===== src/rtl/sstwr_pkg.sv =====
// Shared types, constants and header table for the ranging response block
`default_nettype none

package sstwr_pkg;

  localparam int HEADER_BYTES = 10;
  localparam int BUFFER_BYTES = 20;
  localparam int SEQ_POS      = 2;
  localparam int POLL_POS     = 10;
  localparam int RESP_POS     = 14;
  localparam int CFG_DATA_W   = 24;

  localparam logic signed [23:0] OFFSET_SCALE_RST   = -24'sd630150;
  localparam logic [19:0]        DISTANCE_SCALE_RST = 20'd307430;

  localparam logic [7:0] HEADER_ROM [16] = '{
    8'h41, 8'h88, 8'h00, 8'hCA, 8'hDE, 8'h56, 8'h45, 8'h57,
    8'h41, 8'hE1, 8'h00, 8'h00, 8'h00, 8'h00, 8'h00, 8'h00
  };

  typedef enum logic [1:0] {
    MODE_BYTE = 2'd0,
    MODE_END  = 2'd1,
    MODE_LOST = 2'd2,
    MODE_NONE = 2'd3
  } mode_t;

  typedef enum logic [0:0] {
    CFG_OFFSET_SCALE   = 1'b0,
    CFG_DISTANCE_SCALE = 1'b1
  } cfg_index_t;

  typedef struct packed {
    logic take_byte;
    logic take_match;
    logic take_miss;
    logic take_lost;
    logic mul_p;
    logic mul_hi;
    logic mul_lo;
    logic corr;
    logic sum;
    logic mag;
    logic scale;
    logic emit;
  } sstwr_cmd_t;

  typedef struct packed {
    logic frame_ok;
  } sstwr_status_t;

endpackage

`default_nettype wire


===== src/rtl/sstwr_ctrl.sv =====
// Controller: sequences byte intake, frame-end range steps and result handoff
`default_nettype none

module sstwr_ctrl (
  input  wire logic                    clk,
  input  wire logic                    rst,
  input  wire logic                    frame_valid,
  input  wire logic [1:0]              frame_mode,
  input  wire logic                    result_ready,
  input  wire sstwr_pkg::sstwr_status_t status,
  output logic                         frame_ready,
  output logic                         result_valid,
  output sstwr_pkg::sstwr_cmd_t        cmd
);

  typedef enum logic [3:0] {
    S_IDLE, S_MULP, S_MULHI, S_MULLO, S_CORR, S_SUM, S_MAG, S_SCALE, S_EMIT
  } state_t;

  state_t state;
  state_t state_next;
  logic   take;
  logic   emit_ok;

  assign frame_ready = (state == S_IDLE);
  assign take        = frame_valid && frame_ready;
  assign emit_ok     = (state == S_EMIT) && (!result_valid || result_ready);

  always_comb begin
    cmd        = '0;
    state_next = state;
    unique case (state)
      S_IDLE: begin
        if (take) begin
          unique case (frame_mode)
            sstwr_pkg::MODE_BYTE: cmd.take_byte = 1'b1;
            sstwr_pkg::MODE_END: begin
              if (status.frame_ok) begin
                cmd.take_match = 1'b1;
                state_next     = S_MULP;
              end else begin
                cmd.take_miss = 1'b1;
                state_next    = S_EMIT;
              end
            end
            sstwr_pkg::MODE_LOST: begin
              cmd.take_lost = 1'b1;
              state_next    = S_EMIT;
            end
            default: ;
          endcase
        end
      end
      S_MULP: begin
        cmd.mul_p  = 1'b1;
        state_next = S_MULHI;
      end
      S_MULHI: begin
        cmd.mul_hi = 1'b1;
        state_next = S_MULLO;
      end
      S_MULLO: begin
        cmd.mul_lo = 1'b1;
        state_next = S_CORR;
      end
      S_CORR: begin
        cmd.corr   = 1'b1;
        state_next = S_SUM;
      end
      S_SUM: begin
        cmd.sum    = 1'b1;
        state_next = S_MAG;
      end
      S_MAG: begin
        cmd.mag    = 1'b1;
        state_next = S_SCALE;
      end
      S_SCALE: begin
        cmd.scale  = 1'b1;
        state_next = S_EMIT;
      end
      S_EMIT: begin
        if (emit_ok) begin
          cmd.emit   = 1'b1;
          state_next = S_IDLE;
        end
      end
      default: state_next = S_IDLE;
    endcase
  end

  always_ff @(posedge clk) begin
    if (rst) begin
      state        <= S_IDLE;
      result_valid <= 1'b0;
    end else begin
      state <= state_next;
      if (emit_ok) begin
        result_valid <= 1'b1;
      end else if (result_ready) begin
        result_valid <= 1'b0;
      end
    end
  end

endmodule

`default_nettype wire


===== config.mk =====
export PLATFORM = sky130hd
export DESIGN_NAME = sstwr_ctrl
export DESIGN_NICKNAME = d
export VERILOG_FILES = /design/src/rtl/sstwr_pkg.sv /design/src/rtl/sstwr_ctrl.sv
export SDC_FILE = /design/constraint.sdc
export NUM_CORES = 1
export LEC_CHECK = 0
export BUFFER_PORTS_ARGS = -buffer_cell sky130_fd_sc_hd__buf_2
export CAP_MARGIN = 0
export CORE_AREA = 5 5 42 44
export DETAILED_ROUTE_END_ITERATION = 8
export DIE_AREA = 0 0 47 49
export PLACE_DENSITY = 0.54
export SYNTH_ARGS = -nofsm -noshare
export SYNTH_HDL_FRONTEND = slang
export SYNTH_SLANG_ARGS = --single-unit

===== constraint.sdc =====
create_clock -name clk -period 2.92 [get_ports clk]
set_clock_uncertainty 0.2 [all_clocks]
set_input_delay 0.73 -clock clk [delete_from_list [all_inputs] [get_ports clk]]
set_output_delay 0.73 -clock clk [all_outputs]
set_load 0.005 [all_outputs]

==> impl_metrics.ini <==
[run_status]
status = finished, final reports clean

[clocking]
cts-resized-gates = 0
clk_pin_slew_ns = 0.05
clock_latency_ns = 0.24
htree_levels = 1
cts_hold_buf = 0
cts_setup_buffers = 0
clockBufferDepth = 2
tritoncts = built
clkSinkCount = 5
cts_buffers = 3
cts-root-buf = clkbuf_4

[routing]
drt-wirelength-per-cell_microns = 10.62
drt-total-wl_microns = 892
dr_wl_met3_microns = 94
dr_wl_met2_microns = 362
drtPass1Iterations = 4
vias = 381
drt_iter0_markers = 4
postRouteAntennaNets = 0
highest_layer = met3
wl_met1_microns = 435
drc_errors = 0
post_drt_via_cell_ratio = 4.536

[logic_synthesis]
synthCells = 48
synth_top_cell_area_share_pct = 28.17
netlist_area_sq_um = 355.3
avgSynthCellArea_sq_um = 7.403
synth_area_leaders = dfxtp_1, nor3_1, nand2b_1
synth_edf_count = 0
dominantRegCellSynth = dfxtp_1
ys_types = 23
syn_nets = 55
ys_seq_area_share_pct = 28.17
synth_seq_cells = 5
yosys.area.top_type = dfxtp_1
synth_common_cells = nor3_1, nor2_1, dfxtp_1, nand2b_1, inv_1
async_flop_share_pct = 0
yosysMostFrequentCell = nor3_1
synth-warning-count = 0

[run]
drv_cap = 0

[place]
gp_congestion = 0.7718
port_buffers = 20
dp_cells = 80
dp.final_hpwl_microns = 688.3

[worst_setup_path]
path_max_fanout = 8
crit_buf_inv = 2
crit_slowest_cell = or4_4
crit_start = state[2]
crit_family = simple AND/OR/NAND/NOR gates
rr_startpoint = state[3]
cp-start-kind = register
arrival_ns = 1.65
endpoint_kind = primary output
cp_slowest_stage_delay_ns = 0.58
path_cells = or4_4 > clkinv_2 > nand2_2 > nor4_1 > buf_2
cp.required_ns = 1.99
crit_type = reg -> out

[timing]
maxSlewViolCount = 0
max_slew_margin_pct = 77.70
finalHoldViolCount = 0
rsz0062_at_grt = no
timing.fmax_mhz = 388.3
fin_crit_ns = 2.576
tightest_slew_ns = 0.3261
fin_crit_sh_pct = 88.21
finalSetupViolCount = 0
setup_tns_ns = 0

[grt]
grt_pass1_vias = 329
grt_first_pass_wirelength_microns = 1352
grt_usage_pct = 8.023
grt_max_degree = 10
antenna_found_initial = 0
grt-ovfl-total = 0

[final_layout]
stdcell_count = 84
n_antenna_cell = 0
areaGrowthSynthToFinish_pct = 33.45
num-nets-final = 76
fillers = 170
multi_input_area_sq_um = 211.5
regArea_sq_um = 100.1
drive_gt1_share_pct = 38.24

[power_and_ir_drop]
irDropWorstVdd_mv = 0.1327
p_leak_nw = 0.2379
powerDensity_nw_per_um2 = 456.8

[die]
ioPinCount = 21
fp.dieW_microns = 47
initial_core_util_pct = 25.36
die_area_sq_um = 2303
dieHeight_microns = 49
core-area_sq_um = 1401
rows = 14

[worst_hold_path]
hold_class = reg -> reg
hp-start = result_valid
worst register-to-register path, stage by stage (launching register included):
cell and delay (ns):
dfxtp_1 0.47, or4b_1 0.52, nor2_1 0.14, o311a_1 0.16
worst paths after layout:
kind                            slack (ns)            to  depth (start not counted)
worst max-delay path                  0.34       cmd[10]                          5
worst min-delay path                  0.32  result_valid                          2
worst max register to register        1.37      state[3]                          3
worst min register to register        0.32  result_valid                          2
kinds of logic after synthesis:
group           Yosys count  share of synthesized area (%)
flops                     5                          28.17
simple gates             27                          41.90
compound gates            5                          10.21
buf+inv                   8                          12.32
xor+xnor                  3                          7.396
placed cells by master, fill, tap and decap left out:
cell,Yosys,final
a2111oi_0,1,1
a21o_1,1,1
a21oi_1,2,2
buf_2,1,20
clkbuf_1,1,1
clkbuf_4,0,3
clkinv_2,1,1
dfxtp_1,5,5
inv_1,3,3
nand2_1,2,2
nand2_2,1,1
nand2b_1,5,5
nand4_1,1,1
nor2_1,6,6
nor2b_1,1,1
nor3_1,7,7
nor4_1,2,2
o311a_1,1,1
or4_4,1,1
or4b_1,1,1
xnor2_1,1,1
xor2_1,2,2
final cells by class:
| cell class | count | area share (%) |
|---|---|---|
| multi-input cells | 35 | 44.59 |
| flip-flops and latches | 5 | 21.11 |
| repair buffers | 20 | 21.11 |
| clock buffers | 4 | 5.541 |
| well taps | 16 | 4.222 |
| inverters | 4 | 3.430 |
stage by stage:
step | power (mW) | setup slack [ns] | cell area (sq um) | hold WS (ns) | utilization, %
after floorplan | 0.1196 | 0.7072 | 355.3 | 0.2987 | -
after global placement | 0.1363 | 0.6236 | 447.9 | 0.3052 | 31.96
after detailed placement | 0.1361 | 0.6061 | 447.9 | 0.3194 | 31.96
after CTS | 0.2182 | 0.3434 | 474.2 | 0.3223 | 33.84
after global routing | 0.2324 | 0.2217 | 474.2 | 0.3651 | 33.84
final | 0.2166 | 0.3444 | 474.2 | 0.3188 | 33.84
state kept, by name, summed over array words and instances (netlist names):
register      flops
result_valid      1
state             4
where the power goes:
| part | leakage [nW] | total [mW] | internal, mW | switching (mW) |
|---|---|---|---|---|
| clock network | 0.0150 | 0.0825 | 0.0518 | 0.0307 |
| logic | 0.182 | 0.0522 | 0.0268 | 0.0254 |
| registers | 0.0406 | 0.0819 | 0.0732 | 0.00868 |
| total | 0.238 | 0.217 | 0.152 | 0.0647 |
layer usage:
layer	track usage, %	up-vias
li1	-	203
met1	10.96	163
met2	9.955	15
met3	2.952	0
met4	5.530	0
met5	0	-
Note: power is estimated with default switching activity, not from simulation.
